[src/design/pump_telegram_framer_macros.svh]
// assertion helpers for the framer modules, used by the byte emitter (ptf_back)
`ifndef PUMP_TELEGRAM_FRAMER_MACROS_SVH
`define PUMP_TELEGRAM_FRAMER_MACROS_SVH

// same-cycle implication
`define PTF_ASSERT_IMP(name, clk, rstn, ante, cons) \
    name: assert property (@(posedge clk) disable iff (!rstn) (ante) |-> (cons)) \
        else $error("framer check failed");

// next-cycle implication
`define PTF_ASSERT_NXT(name, clk, rstn, ante, cons) \
    name: assert property (@(posedge clk) disable iff (!rstn) (ante) |=> (cons)) \
        else $error("framer check failed");

`endif

[src/design/ptf_pkg.sv]
package ptf_pkg;

    localparam int PARAM_W = 10;
    localparam int VALUE_W = 20;

    localparam logic [1:0] REQ_QUERY  = 2'd0;
    localparam logic [1:0] REQ_WRITE3 = 2'd1;
    localparam logic [1:0] REQ_WRITE6 = 2'd2;
    localparam logic [1:0] REQ_NONE   = 2'd3;

    localparam logic [PARAM_W-1:0] PARAM_MAX  = 10'd999;
    localparam logic [VALUE_W-1:0] VALUE3_MAX = 20'd999;
    localparam logic [VALUE_W-1:0] VALUE6_MAX = 20'd999999;

    localparam logic [7:0] CHR_ZERO  = 8'h30;
    localparam logic [7:0] CHR_ONE   = 8'h31;
    localparam logic [7:0] CHR_TWO   = 8'h32;
    localparam logic [7:0] CHR_THREE = 8'h33;
    localparam logic [7:0] CHR_SIX   = 8'h36;
    localparam logic [7:0] CHR_EQ    = 8'h3D;
    localparam logic [7:0] CHR_QMARK = 8'h3F;
    localparam logic [7:0] CHR_CR    = 8'h0D;

    typedef struct packed {
        logic [1:0]         req_type;
        logic [PARAM_W-1:0] param_number;
        logic [VALUE_W-1:0] write_value;
    } req_t;

    typedef struct packed {
        logic [7:0] tx_byte;
        logic       last_byte;
    } resp_t;

    typedef struct packed {
        logic [1:0]  kind;
        logic [11:0] node_bcd;
        logic [11:0] param_bcd;
        logic [23:0] value_bcd;
    } job_t;

    // one double-dabble step: adjust digits, shift in one bit
    function automatic logic [23:0] ptf_dabble(input logic [23:0] bcd, input logic b);
        logic [23:0] adj;
        adj = bcd;
        for (int i = 0; i < 6; i++) begin
            if (adj[i*4 +: 4] >= 4'd5) begin
                adj[i*4 +: 4] = adj[i*4 +: 4] + 4'd3;
            end
        end
        return {adj[22:0], b};
    endfunction

    function automatic logic [11:0] ptf_bin8_bcd(input logic [7:0] v);
        logic [11:0] bcd;
        bcd = 12'd0;
        for (int i = 7; i >= 0; i--) begin
            for (int j = 0; j < 3; j++) begin
                if (bcd[j*4 +: 4] >= 4'd5) begin
                    bcd[j*4 +: 4] = bcd[j*4 +: 4] + 4'd3;
                end
            end
            bcd = {bcd[10:0], v[i]};
        end
        return bcd;
    endfunction

endpackage

[src/design/ptf_front.sv]
module ptf_front
    import ptf_pkg::*;
(
    input  logic       aclk,
    input  logic       aresetn,
    input  logic [7:0] node_address,
    input  logic       s_valid,
    output logic       s_ready,
    input  req_t       s_data,
    output logic       push_valid,
    input  logic       push_ready,
    output job_t       push_job
);

    localparam int CONV_STEPS = VALUE_W / 2;
    localparam int CNT_W      = $clog2(CONV_STEPS);

    typedef enum logic [1:0] {ST_IDLE, ST_CONV, ST_HOLD} state_t;

    state_t             state_reg, state_next;
    logic [CNT_W-1:0]   cnt_reg, cnt_next;
    logic [1:0]         kind_reg, kind_next;
    logic [11:0]        node_reg, node_next;
    logic [VALUE_W-1:0] psh_reg, psh_next;
    logic [VALUE_W-1:0] vsh_reg, vsh_next;
    logic [23:0]        pbcd_reg, pbcd_next;
    logic [23:0]        vbcd_reg, vbcd_next;

    logic               accept;
    logic [PARAM_W-1:0] p_sat;
    logic [VALUE_W-1:0] v_sat;
    logic [23:0]        p_step, v_step;

    assign s_ready    = (state_reg == ST_IDLE) || (state_reg == ST_HOLD && push_ready);
    assign accept     = s_valid && s_ready;
    assign push_valid = (state_reg == ST_HOLD);
    assign push_job   = '{kind: kind_reg, node_bcd: node_reg,
                          param_bcd: pbcd_reg[11:0], value_bcd: vbcd_reg};

    always_comb begin
        p_sat = (s_data.param_number > PARAM_MAX) ? PARAM_MAX : s_data.param_number;
        v_sat = s_data.write_value;
        if (s_data.req_type == REQ_WRITE3 && s_data.write_value > VALUE3_MAX) begin
            v_sat = VALUE3_MAX;
        end else if (s_data.req_type == REQ_WRITE6 && s_data.write_value > VALUE6_MAX) begin
            v_sat = VALUE6_MAX;
        end
        p_step = ptf_dabble(ptf_dabble(pbcd_reg, psh_reg[VALUE_W-1]), psh_reg[VALUE_W-2]);
        v_step = ptf_dabble(ptf_dabble(vbcd_reg, vsh_reg[VALUE_W-1]), vsh_reg[VALUE_W-2]);
    end

    always_comb begin
        state_next = state_reg;
        cnt_next   = cnt_reg;
        kind_next  = kind_reg;
        node_next  = node_reg;
        psh_next   = psh_reg;
        vsh_next   = vsh_reg;
        pbcd_next  = pbcd_reg;
        vbcd_next  = vbcd_reg;
        unique case (state_reg)
            ST_IDLE: begin
            end
            ST_CONV: begin
                pbcd_next = p_step;
                vbcd_next = v_step;
                psh_next  = psh_reg << 2;
                vsh_next  = vsh_reg << 2;
                cnt_next  = cnt_reg + 1'b1;
                if (cnt_reg == CNT_W'(CONV_STEPS - 1)) begin
                    state_next = ST_HOLD;
                end
            end
            ST_HOLD: begin
                if (push_ready) begin
                    state_next = ST_IDLE;
                end
            end
            default: state_next = ST_IDLE;
        endcase
        if (accept && s_data.req_type != REQ_NONE) begin
            state_next = ST_CONV;
            cnt_next   = '0;
            kind_next  = s_data.req_type;
            node_next  = ptf_bin8_bcd(node_address);
            psh_next   = {{(VALUE_W-PARAM_W){1'b0}}, p_sat};
            vsh_next   = v_sat;
            pbcd_next  = '0;
            vbcd_next  = '0;
        end
    end

    always_ff @(posedge aclk) begin
        if (!aresetn) begin
            state_reg <= ST_IDLE;
        end else begin
            state_reg <= state_next;
        end
        cnt_reg  <= cnt_next;
        kind_reg <= kind_next;
        node_reg <= node_next;
        psh_reg  <= psh_next;
        vsh_reg  <= vsh_next;
        pbcd_reg <= pbcd_next;
        vbcd_reg <= vbcd_next;
    end

endmodule

[src/design/ptf_queue.sv]
module ptf_queue
    import ptf_pkg::*;
#(
    parameter int DEPTH = 2
) (
    input  logic aclk,
    input  logic aresetn,
    input  logic in_valid,
    output logic in_ready,
    input  job_t in_job,
    output logic out_valid,
    input  logic out_ready,
    output job_t out_job
);

    localparam int PTR_W = $clog2(DEPTH);
    localparam int CNT_W = $clog2(DEPTH + 1);

    job_t             mem [DEPTH];
    logic [PTR_W-1:0] wr_ptr_reg, wr_ptr_next;
    logic [PTR_W-1:0] rd_ptr_reg, rd_ptr_next;
    logic [CNT_W-1:0] count_reg, count_next;
    logic             push, pop;

    assign in_ready  = (count_reg != CNT_W'(DEPTH));
    assign out_valid = (count_reg != '0);
    assign out_job   = mem[rd_ptr_reg];
    assign push      = in_valid && in_ready;
    assign pop       = out_valid && out_ready;

    always_comb begin
        wr_ptr_next = wr_ptr_reg;
        rd_ptr_next = rd_ptr_reg;
        count_next  = count_reg;
        if (push) begin
            wr_ptr_next = (wr_ptr_reg == PTR_W'(DEPTH - 1)) ? '0 : wr_ptr_reg + 1'b1;
        end
        if (pop) begin
            rd_ptr_next = (rd_ptr_reg == PTR_W'(DEPTH - 1)) ? '0 : rd_ptr_reg + 1'b1;
        end
        if (push && !pop) begin
            count_next = count_reg + 1'b1;
        end else if (pop && !push) begin
            count_next = count_reg - 1'b1;
        end
    end

    always_ff @(posedge aclk) begin
        if (!aresetn) begin
            wr_ptr_reg <= '0;
            rd_ptr_reg <= '0;
            count_reg  <= '0;
        end else begin
            wr_ptr_reg <= wr_ptr_next;
            rd_ptr_reg <= rd_ptr_next;
            count_reg  <= count_next;
        end
        if (push) begin
            mem[wr_ptr_reg] <= in_job;
        end
    end

endmodule

[src/design/ptf_back.sv]
`include "pump_telegram_framer_macros.svh"

module ptf_back
    import ptf_pkg::*;
(
    input  logic  aclk,
    input  logic  aresetn,
    input  logic  job_valid,
    output logic  job_pop,
    input  job_t  job,
    output logic  m_valid,
    input  logic  m_ready,
    output resp_t m_data
);

    logic        m_valid_reg, m_valid_next;
    resp_t       m_data_reg, m_data_next;
    logic [4:0]  idx_reg, idx_next;
    logic [7:0]  sum_reg, sum_next;

    logic        load, last;
    logic [4:0]  data_end, pos, ck;
    logic [7:0]  byte_val;
    logic [11:0] cks_bcd;

    function automatic logic [3:0] pick(input logic [23:0] bcd, input logic [2:0] sel);
        case (sel)
            3'd0:    pick = bcd[3:0];
            3'd1:    pick = bcd[7:4];
            3'd2:    pick = bcd[11:8];
            3'd3:    pick = bcd[15:12];
            3'd4:    pick = bcd[19:16];
            3'd5:    pick = bcd[23:20];
            default: pick = 4'd0;
        endcase
    endfunction

    function automatic logic [7:0] asc(input logic [3:0] d);
        return CHR_ZERO | {4'd0, d};
    endfunction

    assign m_valid = m_valid_reg;
    assign m_data  = m_data_reg;
    assign load    = job_valid && (!m_valid_reg || m_ready);
    assign job_pop = load && last;

    always_comb begin
        unique case (job.kind)
            REQ_QUERY:  data_end = 5'd12;
            REQ_WRITE3: data_end = 5'd13;
            default:    data_end = 5'd16;
        endcase
        pos     = idx_reg - 5'd10;
        ck      = idx_reg - data_end;
        cks_bcd = ptf_bin8_bcd(sum_reg);
        last    = (idx_reg == data_end + 5'd3);
        case (idx_reg)
            5'd0:    byte_val = asc(job.node_bcd[11:8]);
            5'd1:    byte_val = asc(job.node_bcd[7:4]);
            5'd2:    byte_val = asc(job.node_bcd[3:0]);
            5'd3:    byte_val = (job.kind == REQ_QUERY) ? CHR_ZERO : CHR_ONE;
            5'd4:    byte_val = CHR_ZERO;
            5'd5:    byte_val = asc(job.param_bcd[11:8]);
            5'd6:    byte_val = asc(job.param_bcd[7:4]);
            5'd7:    byte_val = asc(job.param_bcd[3:0]);
            5'd8:    byte_val = CHR_ZERO;
            5'd9: begin
                case (job.kind)
                    REQ_QUERY:  byte_val = CHR_TWO;
                    REQ_WRITE3: byte_val = CHR_THREE;
                    default:    byte_val = CHR_SIX;
                endcase
            end
            default: begin
                if (idx_reg < data_end) begin
                    case (job.kind)
                        REQ_QUERY:  byte_val = (pos == 5'd0) ? CHR_EQ : CHR_QMARK;
                        REQ_WRITE3: byte_val = asc(pick(job.value_bcd, 3'd2 - pos[2:0]));
                        default:    byte_val = asc(pick(job.value_bcd, 3'd5 - pos[2:0]));
                    endcase
                end else if (last) begin
                    byte_val = CHR_CR;
                end else begin
                    byte_val = asc(pick({12'd0, cks_bcd}, 3'd2 - ck[2:0]));
                end
            end
        endcase
    end

    always_comb begin
        m_valid_next = m_valid_reg;
        m_data_next  = m_data_reg;
        idx_next     = idx_reg;
        sum_next     = sum_reg;
        if (load) begin
            m_valid_next = 1'b1;
            m_data_next  = '{tx_byte: byte_val, last_byte: last};
            idx_next     = last ? 5'd0 : idx_reg + 5'd1;
            if (idx_reg < data_end) begin
                sum_next = ((idx_reg == 5'd0) ? 8'd0 : sum_reg) + byte_val;
            end
        end else if (m_ready) begin
            m_valid_next = 1'b0;
        end
    end

    always_ff @(posedge aclk) begin
        if (!aresetn) begin
            m_valid_reg <= 1'b0;
            idx_reg     <= 5'd0;
        end else begin
            m_valid_reg <= m_valid_next;
            idx_reg     <= idx_next;
        end
        m_data_reg <= m_data_next;
        sum_reg    <= sum_next;
    end

    `PTF_ASSERT_IMP(a_cr_on_last, aclk, aresetn, m_valid_reg && m_data_reg.last_byte, m_data_reg.tx_byte == CHR_CR)
    `PTF_ASSERT_IMP(a_job_held, aclk, aresetn, idx_reg != 5'd0, job_valid)
    `PTF_ASSERT_IMP(a_idx_range, aclk, aresetn, 1'b1, idx_reg <= 5'd19)
    `PTF_ASSERT_NXT(a_idx_step, aclk, aresetn, load && !last, idx_reg == $past(idx_reg) + 5'd1)

endmodule

[src/design/pump_telegram_framer.sv]
// channel   ports                             moves
// s         s_valid s_ready s_data            request item in
// m         m_valid m_ready m_data            telegram byte item out
// cfg       cfg_valid cfg_ready cfg_data      node address write
//
// one byte leaves the output register per cycle while m_ready is high and a job
// is queued: a query is 16 bytes, a 3-digit write 17 and a 6-digit write 20;
// the byte emitter sets the rate; the front converts two bits per cycle
// reset clears the queue and output, node address returns to 1
// m_ready low holds the byte; the front keeps going until the queue is full
module pump_telegram_framer
    import ptf_pkg::*;
#(
    parameter int QUEUE_DEPTH = 2
) (
    input  logic       aclk,
    input  logic       aresetn,
    input  logic       cfg_valid,
    output logic       cfg_ready,
    input  logic [7:0] cfg_data,
    input  logic       s_valid,
    output logic       s_ready,
    input  req_t       s_data,
    output logic       m_valid,
    input  logic       m_ready,
    output resp_t      m_data
);

    logic [7:0] node_reg, node_next;
    logic       push_valid, push_ready, job_valid, job_pop;
    job_t       push_job, job;

    assign cfg_ready = 1'b1;

    always_comb begin
        node_next = node_reg;
        if (cfg_valid) begin
            node_next = cfg_data;
        end
    end

    always_ff @(posedge aclk) begin
        if (!aresetn) begin
            node_reg <= 8'd1;
        end else begin
            node_reg <= node_next;
        end
    end

    ptf_front u_front (
        .aclk         (aclk),
        .aresetn      (aresetn),
        .node_address (node_reg),
        .s_valid      (s_valid),
        .s_ready      (s_ready),
        .s_data       (s_data),
        .push_valid   (push_valid),
        .push_ready   (push_ready),
        .push_job     (push_job)
    );

    ptf_queue #(
        .DEPTH (QUEUE_DEPTH)
    ) u_queue (
        .aclk      (aclk),
        .aresetn   (aresetn),
        .in_valid  (push_valid),
        .in_ready  (push_ready),
        .in_job    (push_job),
        .out_valid (job_valid),
        .out_ready (job_pop),
        .out_job   (job)
    );

    ptf_back u_back (
        .aclk      (aclk),
        .aresetn   (aresetn),
        .job_valid (job_valid),
        .job_pop   (job_pop),
        .job       (job),
        .m_valid   (m_valid),
        .m_ready   (m_ready),
        .m_data    (m_data)
    );

endmodule
[config.mk]
export PLATFORM = sky130hd
export DESIGN_NAME = pump_telegram_framer
export DESIGN_NICKNAME = d
export VERILOG_FILES = /design/src/design/ptf_pkg.sv /design/src/design/ptf_front.sv /design/src/design/ptf_queue.sv /design/src/design/ptf_back.sv /design/src/design/pump_telegram_framer.sv
export VERILOG_INCLUDE_DIRS = /design/src /design/src/design
export SDC_FILE = /design/constraint.sdc
export NUM_CORES = 1
export LEC_CHECK = 0
export ABC_AREA = 0
export BUFFER_PORTS_ARGS = -buffer_cell sky130_fd_sc_hd__buf_2
export CAP_MARGIN = 20
export CORE_UTILIZATION = 67
export CTS_CLUSTER_DIAMETER = 30
export DETAILED_ROUTE_END_ITERATION = 7
export PLACE_DENSITY = 0.86
export SLEW_MARGIN = 20
export SYNTH_ARGS = -nofsm -noshare
export SYNTH_HDL_FRONTEND = slang
export SYNTH_SLANG_ARGS = --single-unit
[constraint.sdc]
create_clock -name aclk -period 13.2 [get_ports aclk]
set_input_delay 1.98 -clock aclk [delete_from_list [all_inputs] [get_ports aclk]]
set_output_delay 1.98 -clock aclk [all_outputs]
set_load 0.01 [all_outputs]
==> impl_results.md, run 1 <==
* Multi-input logic area at approximately 0.0065 sq mm
* Post-synthesis cell area at around 0.013 sq mm
* Share of layout cells above drive strength 1 at 0.1421
* Cell repeated most along the worst path: ha_1
* Sink Count at 223
* Max reg flops at 96
* Largest net degree at the start of global routing at 78
* CP arrival at ~7.3 ns
* Vias in the first global route at approximately 9800
* Final hold vios at 0
* Max IR drop VDD at 169.1 uV
* FF/Latch Area at between 0.005 and 0.006 sq mm
* First-pass GRT wire length at 47490 um
* Status: completed
* Peak Freq at ~140 MHz
* WHS at 0.4512 ns
* Initial antenna violation count at 0
* P_sw at about 0.74 mW
* Number of cell rows at 50
* Min-delay worst type: reg2reg
* Fillers at between 1000 and 1500
* RSZ-0062 raised after global routing: false
* Post-synthesis sequential area ratio at 0.4601
* Power share of the combinational group at 0.228
* Crit Path Max Fanout at 11
* Final number of max-transition violations at 0
* Final #Nets at 1465
* Max stage delay cell, worst path: mux2i_1
* Drc violations at 0
* Share of the synthesized area in the top cell type at 0.3508
* Clock transition at the registers of the reported paths at 0.05 ns
* Cells after Synth at 1288
* DRT Wirelength at about 29000 um
* Gr ovfl total at 0
* CORE AREA at roughly 0.019 sq mm
* Worst Tran Pin Value at 0.8659 ns
* Vias per cell at 6.170
* Layout area overhead at 13.66%
* Drt pass-1 iters at 6
* Sequential Power Share at 0.365
* Final ANT Viol Nets at 0
* Largest cells by area after synthesis: edfxtp_1, dfxtp_1, ha_1
* # diodes at 0
* Die area at 0.01998 sq mm
* Post-Route Setup TNS at 0 ns
* Via count at 10030
* # IOs at 57
* FF+latch count, synth at 223
* Synthesized area per cell at 10.10 sq um
* CTS tree: built
* Final setup viols at 0
* Clock skew at 0.01153 ns
* Post-CTS Resized at 0
* Largest area contributor in the netlist: edfxtp_1
* Max-Cap Viols at 0
* FFs w/ async S/R, synth at 0
* Iteration-0 DRC Markers at 776
* Ys Warns at 0
* Internal power at 1.750 mW
* Slew margin rel. at 0.4078
* Top_reg_cell synth: edfxtp_1
* Die Y at 141.4 um
* Final GP Congestion at 0.9108
* CP Capture Type: flop
* Initial core utilization at 0.6886
* Yosys cell types at 84
* Die W at 141.4 um
* Num CTS Buffers at 38
* Wire per inst at 17.57 um
* Min Clock Period, post-route at approximately 7.1 ns
* CTS HTree Levels at 2
* Port Buffer Count at 53
* Req. time, crit path at 13.44 ns
* Setup bufs post-CTS at 0
* Tcrit/Tclk final at 0.5376
* Number of synthesized flops with an enable pin at 152
* Clock share of power at 0.407
* Root buffer cell: clkbuf_16
* Pwr/cell area at roughly 170 mW/mm^2
* Crit path kind: reg2reg
* CTS max path bufs at 3
* HPWL Detailed at around 18000 um
* Worst skew pair latency at 0.51 ns
* Switching part of the total power at 0.2971
* Leak pwr at a little under 6 nW
* Crit-path max cell delay at 0.67 ns
* Hold_buf cts at 0
* Crit path launch type: flop
* Total GRT Usage at 0.2970
==> critical path: cells and delay by family (launching register included) <==
family	cells	cell delay, ns
adders and majority gates	6	1.73
AOI/OAI and AO/OA	13	2.64
and+or+nand+nor	6	0.78
xor gates and xnor gates	1	0.20
muxes	1	0.67
DFF	1	0.52
buffers and inverters	3	0.28
==> cell usage after synthesis (6+ instances only) <==
master    count
a21oi_1      83
nand3_1      56
nor2_1       66
a31oi_1       9
a211oi_1     10
nor2b_1      22
o21a_1       11
inv_1        82
o21bai_1      6
a21boi_0      9
xnor2_1      34
buf_1         6
mux2i_1      46
nor3b_1      19
buf_4         6
o21ai_0      97
and2_1       18
nor3_1       17
xor2_1       11
dfxtp_1      71
ha_1         83
mux4_2        7
nand2b_1     20
clkbuf_1     37
nand2_1     127
o31ai_1       7
mux2_2       41
o22ai_1      12
a21o_1        7
edfxtp_1    152
==> stage by stage <==
step                        util  total power [mW]  cells  area (sq um)  setup WS, ns
final                     0.7826             2.490   1625         14790         6.104
after global routing      0.7826             2.613   1625         14790         5.192
after CTS                 0.7826             2.491   1625         14790         6.142
after detailed placement  0.7121             1.450   1556         13450         6.182
after global placement    0.7110             1.412   1555         13430         6.559
after floorplan                -             1.329   1289         13010         7.091
==> path summary, 6_finish.rpt <==
| kind | end | slack, ns | from | cells after the start |
|---|---|---|---|---|
| setup / recovery | u_back.sum_reg[7] | 6.10 | u_back.sum_reg[6] | 30 |
| hold / removal | u_queue.mem[0][39] | 0.45 | u_front.node_reg[3] | 0 |
| setup reg to reg | u_back.sum_reg[7] | 6.10 | u_back.sum_reg[6] | 30 |
| hold reg to reg | u_queue.mem[0][39] | 0.45 | u_front.node_reg[3] | 0 |
==> cell usage in the layout, fill, tap and decap left out, drive strengths merged, types with 19 or more instances in the layout <==
| cell | synthesis | layout |
|---|---|---|
| a21oi | 84 | 84 |
| and2 | 19 | 19 |
| buf | 18 | 62 |
| clkbuf | 37 | 46 |
| dfxtp | 71 | 71 |
| edfxtp | 152 | 152 |
| ha | 83 | 83 |
| inv | 83 | 88 |
| mux2 | 43 | 43 |
| mux2i | 46 | 46 |
| nand2 | 128 | 128 |
| nand2b | 20 | 20 |
| nand3 | 56 | 56 |
| nor2 | 66 | 66 |
| nor2b | 22 | 22 |
| nor3b | 19 | 19 |
| o21ai | 103 | 103 |
| xnor2 | 34 | 34 |
==> metal layers <==
metal | part of all wire | vias to the layer above | wire [um] | track usage
met3 | 0.059 | 88 | 1696 | 0.04759
met4 | 0.030 | 0 | 853 | 0.1207
met2 | 0.50 | 373 | 14160 | 0.5143
li1 | - | 4804 | - | -
met1 | 0.41 | 4761 | 11830 | 0.3719
met5 | 0 | - | 0 | 0
==> power by group through the flow <==
| stage | logic (mW) | clock network (mW) | registers (mW) |
|---|---|---|---|
| 2_1_floorplan | 0.436 | 0 | 0.892 |
| 3_3_place_gp | 0.499 | 0 | 0.913 |
| 3_5_place_dp | 0.532 | 0 | 0.918 |
| 4_1_cts | 0.563 | 1.02 | 0.907 |
| 5_1_grt | 0.641 | 1.05 | 0.918 |
| 6_report | 0.568 | 1.01 | 0.909 |
==> cells by family after synthesis <==
family / Yosys count / share of synthesized area
and+or+nand+nor: 382 / 0.1447
AOI/OAI and AO/OA: 317 / 0.1543
DFF: 223 / 0.4601
buffers and inverters: 139 / 0.04337
muxes: 96 / 0.08530
adders and majority gates: 84 / 0.08136
xor gates and xnor gates: 45 / 0.03029
other: 2 / 0.0005772
==> final cells by class <==
type / count / share of cell area
tap: 260 / 0.02200
clock inverter: 23 / 0.02039
sequential: 223 / 0.4049
timing repair buffer: 62 / 0.02335
multi-input combinational: 927 / 0.4382
inverter: 84 / 0.02132
clock buffer: 46 / 0.06981
Note: power is estimated with default switching activity, not from simulation.
==> run 2, diff against run 1 <==
--- a/config.mk
+++ b/config.mk
@@ -9,10 +9,10 @@
 export ABC_AREA = 0
 export BUFFER_PORTS_ARGS = -buffer_cell sky130_fd_sc_hd__buf_2
 export CAP_MARGIN = 20
-export CORE_UTILIZATION = 67
+export CORE_UTILIZATION = 57
 export CTS_CLUSTER_DIAMETER = 30
 export DETAILED_ROUTE_END_ITERATION = 7
-export PLACE_DENSITY = 0.86
+export PLACE_DENSITY = 0.78
 export SLEW_MARGIN = 20
 export SYNTH_ARGS = -nofsm -noshare
 export SYNTH_HDL_FRONTEND = slang
==> constraint.sdc (replaced) <==
create_clock -name aclk -period 5.7 [get_ports aclk]
set_input_delay 0.855 -clock aclk [delete_from_list [all_inputs] [get_ports aclk]]
set_output_delay 0.855 -clock aclk [all_outputs]
set_load 0.01 [all_outputs]
==> impl_results.md, run 2 (synthesis results as in run 1) <==
* CTS HTree Levels at 2
* Req. time, crit path at 5.94 ns
* Reg-to-Reg End: u_back.sum_reg[7]
* Min Clock Period, post-route at 5.617 ns
* Drc violations at 0
* Share of layout cells above drive strength 1 at 0.1926
* Hold_buf cts at 0
* Root buffer cell: clkbuf_16
* Worst skew pair latency at 0.51 ns
* CP Capture Type: flop
* Clock skew at between 0.015 and 0.02 ns
* Drt pass-1 iters at 5
* CTS max path bufs at 3
* FF/Latch Area at 0.005987 sq mm
* Reg2reg setup slack at 0.08 ns
* Max stage delay cell, worst path: edfxtp_1
* Pwr/cell area at ~370 mW/mm^2
* Final #Nets at 1501
* Max IR drop VDD at 333.6 uV
* Most frequent cells in the layout: edfxtp_1, nand2_1, o21ai_0
* Tcrit/Tclk final at 0.9855
* Final GP Congestion at roughly 0.94
* Cell repeated most along the worst path: ha_4
* Total GRT Usage at 0.2420
* Num CTS Buffers at 39
* Crit-path max cell delay at 0.43 ns
* Power share of the combinational group at 0.220
* Crit path from: u_back.sum_reg[5]
* Switching part of the total power at 0.2982
* Slew margin rel. at 0.3587
* Via count at 9968
* Min-delay worst type: reg2reg
* Vias per cell at 5.926
* FF-to-FF path depth at 31
* Leak pwr at 6.021 nW
* Clock transition at the registers of the reported paths at 0.05 ns
* Final number of max-transition violations at 0
* Final Instance Area at about 0.015 sq mm
* Worst r2r src: u_back.sum_reg[5]
* Worst Tran Pin Value at between 0.9 and 1 ns
* Largest net degree at the start of global routing at 77
* HPWL Detailed at 18620 um
* CTS tree: built
* Placed cells at ~1600
* Post-Route Setup TNS at 0 ns
* RSZ-0062 raised after global routing: true
* # diodes at 0
* Wire per inst at 16.61 um
* DRT Wirelength at 27950 um
* Iteration-0 DRC Markers at 660
* Status: completed
* First-pass GRT wire length at 46640 um
* Port Buffer Count at 53
* Sink Count at about 220
* Multi-input logic area at 0.006740 sq mm
* Die Y at 153.1 um
* Layout area overhead at 17.84%
* Vias in the first global route at 9770
* # IOs at 57
* Initial core utilization at 0.5889
* Commonest non-fill, non-tap cell in the layout: edfxtp_1
* Crit Path Max Fanout at 4
* Non-filler instance count after layout at about 1700
* Initial antenna violation count at 0
* Clock share of power at 0.412
* Gr ovfl total at 0
* Final ANT Viol Nets at 0
* Die W at 153.1 um
* Internal power at between 4 and 5 mW
* Worst Setup EP: u_back.sum_reg[7]
* P_sw at 1.700 mW
* Number of cell rows at 54
* Sequential Power Share at 0.368
* Max-Cap Viols at 0
* Final hold vios at 0
* Die area at 0.02343 sq mm
* Fillers at 1540
* Placed Area at 0.01372 sq mm
* Final setup viols at 0
* Crit path kind: reg2reg
* Crit path launch type: flop
* Max reg flops at between 90 and 100
* Peak Freq at between 150 and 200 MHz
* CORE AREA at 0.02209 sq mm
* CP arrival at just under 6 ns
## run 2: cell count changes in the layout (fill, tap and decap cells not counted), sizes merged
cell      before  now
buf           62   97
bufinv         6    4
clkbuf        46   45
clkinv         9   10
clkinvlp       4    5
inv           88   91
## run 2: how the worst min path moves through the flow
stage                            from                   to  cells after the start
after floorplan           node_reg[0]  u_front.node_reg[0]                      0
after global placement    node_reg[0]  u_front.node_reg[0]                      0
after detailed placement  node_reg[0]  u_front.node_reg[0]                      0
after CTS                 node_reg[0]  u_front.node_reg[0]                      0
after global routing      node_reg[0]  u_front.node_reg[0]                      0
final                     node_reg[0]  u_front.node_reg[0]                      0
## run 2: final cells by class
type / instances / share of cell area
Clock buffer: 45 / 0.06855
Multi-Input combinational cell: 927 / 0.4396
Inverter: 84 / 0.02073
Clock inverter: 26 / 0.01885
Tap cell: 280 / 0.02285
Timing Repair Buffer: 97 / 0.03885
Sequential cell: 223 / 0.3905
## run 2: timing repair
item / 4_1_cts / 5_1_grt
cloned: 0 / 0
pin swaps: 22 / 29
endpoints found under the setup margin: 2 / 4
gates resized for setup: 12 / 21
setup buffers: 5 / 8
hold endpoints to repair: 0 / 0
## run 2: worst max-delay path, delay by kind of cell, from the launching register on
family | cells | cell delay, ns
AOI/OAI and AO/OA | 12 | 2.26
xor gates and xnor gates | 1 | 0.15
adders and majority gates | 5 | 0.99
buffers and inverters | 3 | 0.33
DFF | 1 | 0.43
muxes | 1 | 0.30
and+or+nand+nor | 9 | 0.91
## run 2: routing by layer
| metal | wire length (um) | vias up | global-route usage |
|---|---|---|---|
| met2 | 13450 | 334 | 0.4142 |
| met3 | 1469 | 87 | 0.04083 |
| met1 | 12090 | 4685 | 0.3038 |
| li1 | - | 4862 | - |
| met5 | 0 | - | 0 |
| met4 | 939 | 0 | 0.09909 |
## run 2: stage by stage
| stage | hold slack, ns | utilization | total power, mW | setup WS [ns] |
|---|---|---|---|---|
| 6_report | 0.4324 | 0.6939 | 5.701 | 0.08276 |
| 5_1_grt | 0.4345 | 0.6939 | 6.007 | -0.2107 |
| 4_1_cts | 0.4321 | 0.6863 | 5.734 | -0.03511 |
| 3_5_place_dp | 0.4194 | 0.6210 | 3.352 | -0.09795 |
| 3_3_place_gp | 0.4183 | 0.6209 | 3.273 | 0.06937 |
| 2_1_floorplan | 0.4076 | - | 3.077 | 0.01715 |
## run 2: power by group through the flow
stage / Clock, mW / Combinational [mW] / Sequential [mW]
after CTS: 2.38 / 1.26 / 2.10
after floorplan: 0 / 1.01 / 2.07
final: 2.35 / 1.26 / 2.10
after detailed placement: 0 / 1.23 / 2.13
after global placement: 0 / 1.16 / 2.11
after global routing: 2.45 / 1.44 / 2.12
==> run 3, diff against run 2 <==
--- a/config.mk
+++ b/config.mk
@@ -9,10 +9,10 @@
 export ABC_AREA = 0
 export BUFFER_PORTS_ARGS = -buffer_cell sky130_fd_sc_hd__buf_2
 export CAP_MARGIN = 20
-export CORE_UTILIZATION = 57
+export CORE_UTILIZATION = 63
 export CTS_CLUSTER_DIAMETER = 30
 export DETAILED_ROUTE_END_ITERATION = 7
-export PLACE_DENSITY = 0.78
+export PLACE_DENSITY = 0.81
 export SLEW_MARGIN = 20
 export SYNTH_ARGS = -nofsm -noshare
 export SYNTH_HDL_FRONTEND = slang
==> constraint.sdc (replaced) <==
create_clock -name aclk -period 6.25 [get_ports aclk]
set_input_delay 0.9375 -clock aclk [delete_from_list [all_inputs] [get_ports aclk]]
set_output_delay 0.9375 -clock aclk [all_outputs]
set_load 0.01 [all_outputs]
==> impl_results.md, run 3 (synthesis results as in run 1) <==
* Reg2reg setup slack at approximately 0.34 ns
* DRT Wirelength at 27720 um
* Worst Tran Pin Value at around 0.77 ns
* Initial antenna violation count at 0
* Via count at about 9800
* Final Core Density at 0.7494
* CORE AREA at ~0.02 sq mm
* Final hold vios at 0
* Iteration-0 DRC Markers at 763
* Min-delay worst type: reg2reg
* Share of layout cells above drive strength 1 at 0.1691
* Final setup viols at 0
* Peak Freq at 169.1 MHz
* P_sw at 1.620 mW
* # IOs at 57
* Tcrit/Tclk final at 0.9463
* FF-to-FF path depth at 32
* Drt pass-1 iters at 5
* Initial core utilization at 0.6430
* Port Buffer Count at between 50 and 60
* Crit path from: u_back.sum_reg[6]
* Layout area overhead at 16.56%
* # diodes at 0
* CTS max path bufs at 3
* Req. time, crit path at about 6.5 ns
* Crit-path max cell delay at 0.34 ns
* Leak pwr at 6.001 nW
* Placed Area at 0.01352 sq mm
* Crit Path Max Fanout at 5
* Num CTS Buffers at between 40 and 50
* Worst setup margin at around 0.34 ns
* Gr ovfl total at 0
* First-pass GRT wire length at 46420 um
* Final GP Congestion at slightly above 0.9
* Pwr/cell area at approximately 360 mW/mm^2
* Die Y at between 100 and 150 um
* Number of cell rows at 52
* Max reg flops at 96
* Vias in the first global route at 9574
* Hold Crit Endpoint: u_queue.mem[0][39]
* Switching part of the total power at 0.2945
* Clock skew at 0.02372 ns
* Hold path depth at 0
* Vias per cell at roughly 6
* Sink Count at 223
* Internal power at between 3 and 4 mW
* HPWL Detailed at approximately 18000 um
* Final number of max-transition violations at 0
* Post-Route Setup TNS at 0 ns
* Non-filler instance count after layout at 1660
* CP Capture Type: flop
* Commonest non-fill, non-tap cell in the layout: edfxtp_1
* Final ANT Viol Nets at 0
* Worst r2r src: u_back.sum_reg[6]
* Hold_buf cts at 0
* Crit path kind: reg2reg
* Max IR drop VDD at about 270 uV
* Slew margin rel. at 0.4703
* Final Instance Area at 0.01516 sq mm
* Power share of the combinational group at 0.210
* Pre-CTS setup slack at -0.06722 ns
* CP arrival at a little over 6 ns
* Final #Nets at 1483
* Root buffer cell: clkbuf_16
* Placed cells at 1575
* WHS at approximately 0.44 ns
* CTS HTree Levels at 2
* Status: completed
* Max stage delay cell, worst path: edfxtp_1
* Min Clock Period, post-route at 5.914 ns
* Clock share of power at 0.441
* Wire per inst at 16.70 um
* Clock transition at the registers of the reported paths at 0.05 ns
* Hold_sp: u_front.node_reg[3]
* Sequential Power Share at 0.349
* Max-Cap Viols at 0
* Largest net degree at the start of global routing at 77
* Most frequent cells in the layout: edfxtp_1, nand2_1, o21ai_0
* Reg-to-Reg End: u_back.sum_reg[7]
* Die area at 0.02123 sq mm
* CTS tree: built
* Die W at 145.7 um
* Worst skew pair latency at 0.53 ns
* Total GRT Usage at 0.2662
* Drc violations at 0
* Tot Pwr at between 5 and 6 mW
* Crit path launch type: flop
[run 3: repair_timing]
action	CTS	global route
pin swaps	0	3
endpoints found under the setup margin	1	3
resized for setup	3	14
buffers inserted	0	3
[run 3: power by group through the flow]
stage | Sequential [mW] | Clock [mW] | Combinational [mW]
2_1_floorplan | 1.88 | 0 | 0.921
3_3_place_gp | 1.93 | 0 | 1.06
3_5_place_dp | 1.94 | 0 | 1.12
4_1_cts | 1.92 | 2.45 | 1.15
5_1_grt | 1.94 | 2.53 | 1.32
6_report | 1.92 | 2.43 | 1.15
[run 3: how the worst max path moves through the flow]
stage | end | slack (ns) | cells after the start
after floorplan | u_back.sum_reg[7] | 0.14 | 34
after global placement | u_back.sum_reg[7] | 0.06 | 30
after detailed placement | u_back.sum_reg[7] | -0.07 | 30
after CTS | u_back.sum_reg[7] | 0.06 | 30
after global routing | u_back.sum_reg[7] | -0.06 | 32
final | u_back.sum_reg[7] | 0.34 | 32
[run 3: worst max-delay path, delay by kind of cell (launching register included)]
family,cells,cell delay [ns]
fa+ha+maj,5,1.15
simple gates,8,1.02
buf+inv,2,0.15
flops,1,0.34
xor+xnor,2,0.32
compound gates,14,2.41
mux,1,0.28
[run 3: cell type report]
class	count	area [sq um]
timing repair buffer	74	422.9
clock buffer	51	1179
multi-input combinational	927	6545
fill	1306	5070
clock inverter	31	377.9
sequential	223	5987
inverter	84	315.3
tap	270	337.8
[run 3: layer usage]
| layer | up-vias | global-route usage | wire length (um) |
|---|---|---|---|
| met2 | 290 | 0.4462 | 13560 |
| met3 | 51 | 0.04263 | 1446 |
| li1 | 4822 | - | - |
| met5 | - | 0 | 0 |
| met1 | 4657 | 0.3477 | 12050 |
| met4 | 0 | 0.1016 | 658 |
